## src/rtl/greedy_change_dispenser_assert.svh

```systemverilog
// Assertion macros for the greedy change dispenser.
// Included by gcd_back, the module that checks its own logic; needs no other file.
`ifndef GREEDY_CHANGE_DISPENSER_ASSERT_SVH
`define GREEDY_CHANGE_DISPENSER_ASSERT_SVH
`ifndef SYNTHESIS
// Same-cycle implication, disabled while reset is asserted.
`define GCD_ASSERT_IMPLY(lbl, clk, rst_n, ante, cons) \
	lbl: assert property (@(posedge clk) disable iff (!rst_n) (ante) |-> (cons)) \
		else $error("gcd assertion failed");
// Next-cycle implication, disabled while reset is asserted.
`define GCD_ASSERT_NEXT(lbl, clk, rst_n, ante, cons) \
	lbl: assert property (@(posedge clk) disable iff (!rst_n) (ante) |=> (cons)) \
		else $error("gcd assertion failed");
`else
`define GCD_ASSERT_IMPLY(lbl, clk, rst_n, ante, cons)
`define GCD_ASSERT_NEXT(lbl, clk, rst_n, ante, cons)
`endif
`endif

```

## src/rtl/gcd_pkg.sv

```systemverilog
// Shared types, widths and denomination tables of the greedy change dispenser.
// Used by every module of the block; depends on nothing.
`timescale 1ns / 1ps

package gcd_pkg;

	localparam int NUM_DENOMS = 5;
	localparam int AMT_W = 16;
	localparam int LOAD_W = 10;
	localparam int OUT_W = 10;
	localparam int STOCK_WIDTH = 10;
	localparam logic [STOCK_WIDTH-1:0] STOCK_RESET = STOCK_WIDTH'(100);

	// Denomination order, largest first.
	localparam int DENOM_TWENTY = 0;
	localparam int DENOM_TEN = 1;
	localparam int DENOM_FIVE = 2;
	localparam int DENOM_ONE = 3;
	localparam int DENOM_HALF = 4;

	localparam int unsigned DENOM_VALUE [NUM_DENOMS] = '{2000, 1000, 500, 100, 50};

	// Quotient by a denomination is (rest * RECIP) >> RECIP_SHIFT with the reciprocal
	// rounded up; the shift exceeds AMT_W plus log2 of the largest denomination,
	// which makes the quotient exact for every 16-bit amount.
	localparam int RECIP_SHIFT = 28;
	localparam int RECIP_W = 23;
	localparam int PROD_W = AMT_W + RECIP_W;
	localparam logic [RECIP_W-1:0] DENOM_RECIP [NUM_DENOMS] = '{
		RECIP_W'(((1 << RECIP_SHIFT) + DENOM_VALUE[0] - 1) / DENOM_VALUE[0]),
		RECIP_W'(((1 << RECIP_SHIFT) + DENOM_VALUE[1] - 1) / DENOM_VALUE[1]),
		RECIP_W'(((1 << RECIP_SHIFT) + DENOM_VALUE[2] - 1) / DENOM_VALUE[2]),
		RECIP_W'(((1 << RECIP_SHIFT) + DENOM_VALUE[3] - 1) / DENOM_VALUE[3]),
		RECIP_W'(((1 << RECIP_SHIFT) + DENOM_VALUE[4] - 1) / DENOM_VALUE[4])
	};

	// Largest quotient is 65535 / 50 = 1310.
	localparam int FIT_W = 11;
	localparam int CMP_W = (FIT_W > STOCK_WIDTH) ? FIT_W : STOCK_WIDTH;
	// Pieces times denomination; every denomination is below 2**11.
	localparam int PAID_W = STOCK_WIDTH + 11;

	localparam int QUEUE_DEPTH = 4;
	localparam int QPTR_W = $clog2(QUEUE_DEPTH);
	localparam int QCNT_W = $clog2(QUEUE_DEPTH + 1);

	localparam logic CMD_CHANGE = 1'b0;
	localparam logic CMD_LOAD = 1'b1;

	// Classified command as it waits in the queue.
	typedef struct packed {
		logic is_load;
		logic [AMT_W-1:0] rest;
		logic [NUM_DENOMS-1:0][LOAD_W-1:0] load;
	} gcd_item_t;

	// Command as it moves through the denomination stages.
	typedef struct packed {
		logic is_load;
		logic [AMT_W-1:0] rest;
		logic [NUM_DENOMS-1:0][LOAD_W-1:0] load;
		logic [NUM_DENOMS-1:0][STOCK_WIDTH-1:0] take;
	} gcd_work_t;

	typedef struct packed {
		logic full;
		logic empty;
	} gcd_qstat_t;

endpackage

```

## src/rtl/gcd_front.sv

```systemverilog
// Input stage: accepts commands, classifies them and pushes them into the queue.
// Depends on gcd_pkg.
`timescale 1ns / 1ps

module gcd_front import gcd_pkg::*; (
	input  logic                  clk,
	input  logic                  arst_n,
	input  logic                  in_valid,
	output logic                  in_stall,
	input  logic                  command,
	input  logic [AMT_W-1:0]      amount,
	input  logic [LOAD_W-1:0]     load_twenty,
	input  logic [LOAD_W-1:0]     load_ten,
	input  logic [LOAD_W-1:0]     load_five,
	input  logic [LOAD_W-1:0]     load_one,
	input  logic [LOAD_W-1:0]     load_half,
	input  gcd_qstat_t            qstat,
	output logic                  push,
	output gcd_item_t             push_item
);

	logic      valid_s1;
	gcd_item_t item_s1;
	gcd_item_t item_d;
	logic      load_en;

	assign in_stall = valid_s1 && qstat.full;
	assign push = valid_s1 && !qstat.full;
	assign push_item = item_s1;
	assign load_en = !valid_s1 || !qstat.full;

	always_comb begin
		item_d.is_load = (command == CMD_LOAD);
		// A load pays nothing, so its remainder is zero and its result reads all zero.
		item_d.rest = (command == CMD_LOAD) ? '0 : amount;
		item_d.load[DENOM_TWENTY] = load_twenty;
		item_d.load[DENOM_TEN] = load_ten;
		item_d.load[DENOM_FIVE] = load_five;
		item_d.load[DENOM_ONE] = load_one;
		item_d.load[DENOM_HALF] = load_half;
	end

	always_ff @(posedge clk or negedge arst_n) begin
		if (!arst_n) begin
			valid_s1 <= 1'b0;
		end else if (load_en) begin
			valid_s1 <= in_valid;
		end
	end

	always_ff @(posedge clk) begin
		if (load_en && in_valid) begin
			item_s1 <= item_d;
		end
	end

endmodule

```

## src/rtl/gcd_queue.sv

```systemverilog
// Short command queue between the input stage and the denomination pipeline.
// Depends on gcd_pkg.
`timescale 1ns / 1ps

module gcd_queue import gcd_pkg::*; (
	input  logic        clk,
	input  logic        arst_n,
	input  logic        push,
	input  gcd_item_t   push_item,
	input  logic        pop,
	output gcd_item_t   pop_item,
	output gcd_qstat_t  qstat
);

	gcd_item_t           mem_q [QUEUE_DEPTH];
	logic [QPTR_W-1:0]   wr_ptr_q;
	logic [QPTR_W-1:0]   rd_ptr_q;
	logic [QCNT_W-1:0]   count_q;

	assign pop_item = mem_q[rd_ptr_q];
	assign qstat.full = (count_q == QCNT_W'(QUEUE_DEPTH));
	assign qstat.empty = (count_q == '0);

	always_ff @(posedge clk or negedge arst_n) begin
		if (!arst_n) begin
			wr_ptr_q <= '0;
			rd_ptr_q <= '0;
			count_q <= '0;
		end else begin
			if (push) begin
				wr_ptr_q <= wr_ptr_q + QPTR_W'(1);
			end
			if (pop) begin
				rd_ptr_q <= rd_ptr_q + QPTR_W'(1);
			end
			case ({push, pop})
				2'b10: count_q <= count_q + QCNT_W'(1);
				2'b01: count_q <= count_q - QCNT_W'(1);
				default: count_q <= count_q;
			endcase
		end
	end

	always_ff @(posedge clk) begin
		if (push) begin
			mem_q[wr_ptr_q] <= push_item;
		end
	end

endmodule

```

## src/rtl/gcd_back.sv

```systemverilog
// Denomination pipeline: two stages per denomination, each owning its stock counter,
// with the last stage acting as the output register. Depends on gcd_pkg and the
// assertion macro header.
`timescale 1ns / 1ps
`include "greedy_change_dispenser_assert.svh"

module gcd_back import gcd_pkg::*; (
	input  logic              clk,
	input  logic              arst_n,
	input  gcd_item_t         pop_item,
	input  gcd_qstat_t        qstat,
	output logic              pop,
	output logic              out_valid,
	input  logic              out_stall,
	output logic [OUT_W-1:0]  out_twenty,
	output logic [OUT_W-1:0]  out_ten,
	output logic [OUT_W-1:0]  out_five,
	output logic [OUT_W-1:0]  out_one,
	output logic [OUT_W-1:0]  out_half,
	output logic [AMT_W-1:0]  leftover,
	output logic              shortfall
);

	gcd_work_t                                stage_in [NUM_DENOMS];
	logic [NUM_DENOMS-1:0]                    stage_in_v;
	logic [PROD_W-1:0]                        prod_a [NUM_DENOMS];
	logic [FIT_W-1:0]                         fit_a [NUM_DENOMS];
	gcd_work_t                                a_s1 [NUM_DENOMS];
	logic [FIT_W-1:0]                         fit_s1 [NUM_DENOMS];
	logic [NUM_DENOMS-1:0]                    va_s1;
	logic [NUM_DENOMS-1:0][STOCK_WIDTH-1:0]   take_b;
	logic [PAID_W-1:0]                        paid_b [NUM_DENOMS];
	gcd_work_t                                b_next [NUM_DENOMS];
	gcd_work_t                                b_s2 [NUM_DENOMS];
	logic [NUM_DENOMS-1:0]                    vb_s2;
	logic [NUM_DENOMS-1:0][STOCK_WIDTH-1:0]   stock_q;
	logic                                     move;
	gcd_work_t                                last;

	// The whole pipeline advances together unless a finished result is held.
	assign move = !(vb_s2[NUM_DENOMS-1] && out_stall);
	assign pop = move && !qstat.empty;

	always_comb begin
		stage_in[0].is_load = pop_item.is_load;
		stage_in[0].rest = pop_item.rest;
		stage_in[0].load = pop_item.load;
		stage_in[0].take = '0;
		stage_in_v[0] = !qstat.empty;
		for (int k = 1; k < NUM_DENOMS; k++) begin
			stage_in[k] = b_s2[k-1];
			stage_in_v[k] = vb_s2[k-1];
		end
	end

	// First stage of each denomination: how many pieces the remaining amount holds.
	always_comb begin
		for (int k = 0; k < NUM_DENOMS; k++) begin
			prod_a[k] = PROD_W'(stage_in[k].rest) * PROD_W'(DENOM_RECIP[k]);
			fit_a[k] = prod_a[k][RECIP_SHIFT +: FIT_W];
		end
	end

	// Second stage: limit by stock, update the stock and the remaining amount.
	always_comb begin
		for (int k = 0; k < NUM_DENOMS; k++) begin
			take_b[k] = (CMP_W'(fit_s1[k]) < CMP_W'(stock_q[k])) ?
				STOCK_WIDTH'(fit_s1[k]) : stock_q[k];
			paid_b[k] = PAID_W'(take_b[k]) * PAID_W'(DENOM_VALUE[k]);
			b_next[k] = a_s1[k];
			if (!a_s1[k].is_load) begin
				b_next[k].take[k] = take_b[k];
				b_next[k].rest = a_s1[k].rest - AMT_W'(paid_b[k]);
			end
		end
	end

	always_ff @(posedge clk or negedge arst_n) begin
		if (!arst_n) begin
			va_s1 <= '0;
			vb_s2 <= '0;
			for (int k = 0; k < NUM_DENOMS; k++) begin
				stock_q[k] <= STOCK_RESET;
			end
		end else if (move) begin
			va_s1 <= stage_in_v;
			vb_s2 <= va_s1;
			for (int k = 0; k < NUM_DENOMS; k++) begin
				if (va_s1[k]) begin
					if (a_s1[k].is_load) begin
						stock_q[k] <= STOCK_WIDTH'(a_s1[k].load[k]);
					end else begin
						stock_q[k] <= stock_q[k] - take_b[k];
					end
				end
			end
		end
	end

	always_ff @(posedge clk) begin
		if (move) begin
			for (int k = 0; k < NUM_DENOMS; k++) begin
				a_s1[k] <= stage_in[k];
				fit_s1[k] <= fit_a[k];
				b_s2[k] <= b_next[k];
			end
		end
	end

	assign last = b_s2[NUM_DENOMS-1];
	assign out_valid = vb_s2[NUM_DENOMS-1];
	assign out_twenty = OUT_W'(last.take[DENOM_TWENTY]);
	assign out_ten = OUT_W'(last.take[DENOM_TEN]);
	assign out_five = OUT_W'(last.take[DENOM_FIVE]);
	assign out_one = OUT_W'(last.take[DENOM_ONE]);
	assign out_half = OUT_W'(last.take[DENOM_HALF]);
	assign leftover = last.rest;
	assign shortfall = (last.rest != '0);

	// A change command never adds to a stock.
	for (genvar k = 0; k < NUM_DENOMS; k++) begin : g_stock_chk
		`GCD_ASSERT_NEXT(a_stock_no_grow, clk, arst_n, move && va_s1[k] && !a_s1[k].is_load, stock_q[k] <= $past(stock_q[k]))
	end

	// After the smallest denomination, what is left is below it or its stock ran out.
	`GCD_ASSERT_NEXT(a_greedy_done, clk, arst_n, move && va_s1[NUM_DENOMS-1] && !a_s1[NUM_DENOMS-1].is_load, (b_s2[NUM_DENOMS-1].rest < AMT_W'(DENOM_VALUE[NUM_DENOMS-1])) || (stock_q[NUM_DENOMS-1] == '0))

	// A held result freezes every stock.
	`GCD_ASSERT_NEXT(a_stall_freeze, clk, arst_n, out_valid && out_stall, $stable(stock_q))

endmodule

```

## src/rtl/greedy_change_dispenser.sv

```systemverilog
// Greedy change dispenser with five limited denomination stocks.
// Input channel in_valid / in_stall carries command, amount and the five load values;
// a transfer happens at a clock edge with valid high and stall low. Command 0 pays
// out amount largest denomination first (2000, 1000, 500, 100, 50), each count the
// smaller of what fits and what is in stock; command 1 overwrites all five stocks.
// Output channel out_valid / out_stall returns one result per command: the pieces
// of each denomination, the leftover and the shortfall flag (all zero for a load).
// A command passes through an input register, the queue, then two stages per
// denomination. Throughput is one command per cycle while the receiver does not
// stall, set by the stage that updates each stock counter once a cycle. When the
// receiver stalls, the denomination pipeline holds with its stocks;
// the four-entry queue and the input register keep taking commands until full,
// and then in_stall rises. Reset empties the queue and pipeline and sets every
// stock to 100.
// Depends on gcd_pkg, gcd_front, gcd_queue and gcd_back.
`timescale 1ns / 1ps

module greedy_change_dispenser import gcd_pkg::*; (
	input  logic              clk,
	input  logic              arst_n,
	input  logic              in_valid,
	output logic              in_stall,
	input  logic              command,
	input  logic [AMT_W-1:0]  amount,
	input  logic [LOAD_W-1:0] load_twenty,
	input  logic [LOAD_W-1:0] load_ten,
	input  logic [LOAD_W-1:0] load_five,
	input  logic [LOAD_W-1:0] load_one,
	input  logic [LOAD_W-1:0] load_half,
	output logic              out_valid,
	input  logic              out_stall,
	output logic [OUT_W-1:0]  out_twenty,
	output logic [OUT_W-1:0]  out_ten,
	output logic [OUT_W-1:0]  out_five,
	output logic [OUT_W-1:0]  out_one,
	output logic [OUT_W-1:0]  out_half,
	output logic [AMT_W-1:0]  leftover,
	output logic              shortfall
);

	gcd_qstat_t qstat;
	logic       push;
	gcd_item_t  push_item;
	logic       pop;
	gcd_item_t  pop_item;

	gcd_front u_front (
		.clk         (clk),
		.arst_n      (arst_n),
		.in_valid    (in_valid),
		.in_stall    (in_stall),
		.command     (command),
		.amount      (amount),
		.load_twenty (load_twenty),
		.load_ten    (load_ten),
		.load_five   (load_five),
		.load_one    (load_one),
		.load_half   (load_half),
		.qstat       (qstat),
		.push        (push),
		.push_item   (push_item)
	);

	gcd_queue u_queue (
		.clk       (clk),
		.arst_n    (arst_n),
		.push      (push),
		.push_item (push_item),
		.pop       (pop),
		.pop_item  (pop_item),
		.qstat     (qstat)
	);

	gcd_back u_back (
		.clk        (clk),
		.arst_n     (arst_n),
		.pop_item   (pop_item),
		.qstat      (qstat),
		.pop        (pop),
		.out_valid  (out_valid),
		.out_stall  (out_stall),
		.out_twenty (out_twenty),
		.out_ten    (out_ten),
		.out_five   (out_five),
		.out_one    (out_one),
		.out_half   (out_half),
		.leftover   (leftover),
		.shortfall  (shortfall)
	);

endmodule

```

## config.mk

```make
export PLATFORM = sky130hd
export DESIGN_NAME = greedy_change_dispenser
export DESIGN_NICKNAME = d
export VERILOG_FILES = /design/src/rtl/gcd_pkg.sv /design/src/rtl/gcd_front.sv /design/src/rtl/gcd_queue.sv /design/src/rtl/gcd_back.sv /design/src/rtl/greedy_change_dispenser.sv
export VERILOG_INCLUDE_DIRS = /design/src /design/src/rtl
export SDC_FILE = /design/constraint.sdc
export NUM_CORES = 2
export LEC_CHECK = 0
export BUFFER_PORTS_ARGS = -buffer_cell sky130_fd_sc_hd__buf_4
export CAP_MARGIN = 15
export CORE_UTILIZATION = 60
export CTS_CLUSTER_DIAMETER = 50
export DETAILED_ROUTE_END_ITERATION = 10
export MAX_ROUTING_LAYER = met4
export PLACE_DENSITY = 0.78
export SLEW_MARGIN = 20
export SYNTH_ARGS = -nofsm -noshare
export SYNTH_HDL_FRONTEND = slang
export SYNTH_SLANG_ARGS = --single-unit
```

## constraint.sdc

```tcl
create_clock -name clk -period 30.2 [get_ports clk]
set_input_delay 6.04 -clock clk [delete_from_list [all_inputs] [get_ports clk]]
set_output_delay 6.04 -clock clk [all_outputs]
set_load 0.01 [all_outputs]
```

==> Implementation_results.wiki <==
{| class="wikitable"
! Metric !! Value
|-
| Die outline height || roughly 340 µm
|-
| Post-placement worst setup slack || about 21 ns
|-
| Startpoint type of the worst setup path || primary input
|-
| CTS sink cnt || 1,114
|-
| Average wire per standard cell || roughly 19 µm
|-
| Post-Synthesis Cell Area || between 60,000 and 70,000 µm²
|-
| Count of mapped cells out of synthesis || 4,965
|-
| Number of global-route vias before repair || ~39,000
|-
| Sort of element at the end of the critical path || flop
|-
| Remaining DRCs || 0
|-
| Number of unique standard cell types used by synthesis || 77
|-
| Final non-filler cell total || between 6,000 and 7,000
|-
| Port Buffers || around 140
|-
| Cell count after placement || 6,542
|-
| TritonCTS Buffers || between 100 and 150
|-
| Run status || complete, no violations
|-
| Gate family responsible for the most delay along the worst path || buffers and inverters
|-
| Delay of the slowest critical-path stage || about 0.84 ns
|-
| Routed Wire Length || about 130,000 µm
|-
| Growth of design area from synthesis to finish || 9.95%
|-
| Critical path startpoint || out_stall
|-
| Clock Tree Root || sky130_fd_sc_hd__clkbuf_16
|-
| CP dominant cell by count || sky130_fd_sc_hd__buf_4
|-
| Overall overflow remaining after global route || 0
|-
| Crit Path Max Fanout || between 100 and 150
|-
| Global routing usage summed across all routing layers || 0.233
|-
| Fin. max-slew vios || 0
|-
| Fmax || roughly 120 MHz
|-
| Classification of the worst setup path || in -> reg
|-
| Slew at the pin closest to its max-slew limit || about 1.1 ns
|-
| Unrepaired setup endpoints after global routing || false
|-
| Clock transition at the registers of the reported paths || around 0.060 ns
|-
| Post-CTS Setup Bufs || 0
|-
| CP max-delay cell || sky130_fd_sc_hd__buf_4
|-
| Highest-count cells in the layout ignoring fill and taps || sky130_fd_sc_hd__edfxtp_1 (1,046), sky130_fd_sc_hd__ha_1 (1,000), sky130_fd_sc_hd__inv_1 (889)
|-
| Critical path arrival || 8.78 ns
|-
| Hold Path Class || reg -> reg
|-
| Fin crit period || between 8 and 9 ns
|-
| Number of gates resized after cts || 0
|-
| Insertion delay of the later-clocked pin in the worst-skew pair || ~0.73 ns
|-
| Fraction of final layout cells with drive strength greater than 1 || 0.0917
|-
| Number of detailed-routing iterations run before antenna repair || 5
|-
| Clock tree from TritonCTS || built
|-
| I/O pins || between 100 and 150
|-
| Seq/Total Area, Yosys || 0.484
|-
| WP buf/inv || 5
|-
| Cell accounting for the most synthesized area || sky130_fd_sc_hd__edfxtp_1
|-
| Pin count of the biggest net entering global routing || around 210
|-
| Number of violations reported at the end of detailed-routing iteration 0 || 2,265
|-
| Reg2reg start || u_back.stock_q[11]$_DFFE_PN0P_
|-
| Number of maximum-capacitance constraint violations || 0
|-
| Detailed-route vias per instance || between 5 and 6
|-
| Cell chain of the critical path || buf_4 -> and2_1 -> buf_4 -> inv_8 -> buf_4 -> buf_4
|-
| Top cells by area in the synthesized netlist || sky130_fd_sc_hd__edfxtp_1 (46%), sky130_fd_sc_hd__ha_1 (18%), sky130_fd_sc_hd__fa_1 (13%)
|-
| Share of synthesized flip-flops with an asynchronous set or reset || 0.0610
|-
| Worst clock skew || between 0.05 and 0.06 ns
|-
| Number of rows in the core area || ~120
|-
| Number of synthesized flops with an enable pin || 1,046
|-
| Residual antenna-violating net count after detailed routing || 0
|-
| Synthesis warning total || 0
|-
| Rel. slew slack || 0.258
|-
| Starting density of the core || 0.607
|-
| Synthesis-stage register bit count || about 1,100
|-
| Final hold slack || 0.391 ns
|-
| Total Nets Final || between 6,000 and 7,000
|-
| Hold-fix buffers at CTS || 0
|-
| Horizontal extent of the die || 340 µm
|-
| Most used flip-flop cell after synthesis || sky130_fd_sc_hd__edfxtp_1
|-
| Final hold violations || 0
|-
| DP HPWL || 91,400 µm
|-
| Total Neg Setup Slack || 0 ns
|-
| Area of the core || roughly 110,000 µm²
|-
| Maximum buffer depth of the clock tree || 3
|-
| Commonest non-fill, non-tap cell in the layout || sky130_fd_sc_hd__edfxtp_1
|-
| Worst Path Required || 30.52 ns
|-
| Share of Yosys cell area claimed by the top area cell type || 0.459
|-
| Number of antenna violations at the first check in global routing || 2
|-
| Die Area || between 100,000 and 150,000 µm²
|-
| Final period util || 0.280
|-
| Startpoint of the tightest hold check path || u_back.a_s1[0][248]$_DFFE_PN_
|-
| Synth Area per Inst || around 14 µm²
|-
| Gp weighted congestion || just over 0.9
|-
| Global-route wire length before repair || 205,000 µm
|-
| Total setup violations reported at the end of the flow || 0
|-
| Post-layout worst setup margin || 21.74 ns
|-
| Via count of the routed design || approximately 37,000
|-
| H-tree depth reported by CTS || 3
|}
[sequential cells by signal (all words and copies together) (netlist names)]
| signal | cells |
|---|---|
| u_back.b_s2 | 334 |
| u_back.stock_q | 50 |
| u_queue.count_q | 3 |
| u_back.vb_s2 | 5 |
| u_front.valid_s1 | 1 |
| u_back.va_s1 | 5 |
| u_queue.mem_q | 268 |
| u_front.push_item | 67 |
| u_back.a_s1 | 335 |
| u_queue.wr_ptr_q | 2 |
| u_back.fit_s1 | 42 |
| u_queue.rd_ptr_q | 2 |
[worst register-to-register path: cells and delay by family, from the launching register on]
family / cells / cell delay [ns]
adders and majority gates: 7 / 3.00
AOI/OAI and AO/OA: 10 / 1.75
and+or+nand+nor: 3 / 0.78
muxes: 1 / 0.76
buffers and inverters: 6 / 0.50
xor gates and xnor gates: 3 / 0.45
DFF: 1 / 0.45
[routing by layer]
layer | part of all wire | track usage
met1 | 0.43 | 0.296
met2 | 0.50 | 0.390
met3 | 0.041 | 0.0318
met4 | 0.030 | 0.0713
met5 | 0 | -
[cell type report]
class                           instances  area, µm²
Antenna cell                            1       2.50
Clock buffer                          149       3200
Clock inverter                         77       1000
Fill cell                            7755      37600
Inverter                              896       3370
Multi-Input combinational cell       2862      31300
Sequential cell                      1114      33100
Tap cell                             1500       1880
Timing Repair Buffer                  170       1300
[final timing paths]
kind	end	slack [ns]	cells past startpoint
hold reg to reg	u_back.b_s2[0][248]$_DFFE_PN_	0.39	0
setup / recovery	u_back.b_s2[0][107]$_DFFE_PN_	21.74	6
setup reg to reg	u_back.b_s2[0][232]$_DFFE_PN_	22.25	30
hold / removal	u_back.b_s2[0][248]$_DFFE_PN_	0.39	0
max in group asynchronous	u_queue.rd_ptr_q[0]$_DFFE_PN0P_	23.90	2
min in group asynchronous	u_back.stock_q[48]$_DFFE_PN0P_	5.11	1
[metrics by stage]
stage,area [µm²],util
2_1_floorplan,68600,-
3_5_place_dp,71000,0.630
5_1_grt,75200,0.667
3_3_place_gp,71000,0.630
4_1_cts,75200,0.667
6_report,75200,0.667
[cell usage after synthesis (53+ instances only)]
cell type	instances
sky130_fd_sc_hd__nor2_1	126
sky130_fd_sc_hd__ha_1	1000
sky130_fd_sc_hd__o21ai_0	88
sky130_fd_sc_hd__fa_1	452
sky130_fd_sc_hd__xor2_1	72
sky130_fd_sc_hd__a21o_1	73
sky130_fd_sc_hd__nand2_1	147
sky130_fd_sc_hd__a21oi_1	163
sky130_fd_sc_hd__buf_4	66
sky130_fd_sc_hd__mux4_2	67
sky130_fd_sc_hd__dfrtp_1	53
sky130_fd_sc_hd__mux2i_1	54
sky130_fd_sc_hd__o21ai_1	57
sky130_fd_sc_hd__inv_1	890
sky130_fd_sc_hd__edfxtp_1	1046
sky130_fd_sc_hd__xnor2_1	103
[cells by family (layout without fill, tap and decap cells)]
| kind of cell | Yosys count | after routing | share of synthesized area |
|---|---|---|---|
| adder cells (fa/ha/maj) | 1452 | 1452 | 0.315 |
| other | 2 | 36 | 0.000110 |
| AND/OR/NAND/NOR | 521 | 521 | 0.0368 |
| flip-flops | 1114 | 1114 | 0.484 |
| buffers and inverters | 1022 | 1292 | 0.0599 |
| multiplexers | 129 | 129 | 0.0313 |
| XOR/XNOR | 175 | 175 | 0.0224 |
| AO/OA/AOI/OAI | 550 | 550 | 0.0504 |
Power is not shown: default switching activity piles up to over one toggle a cycle in this logic, so the estimate is an artifact.
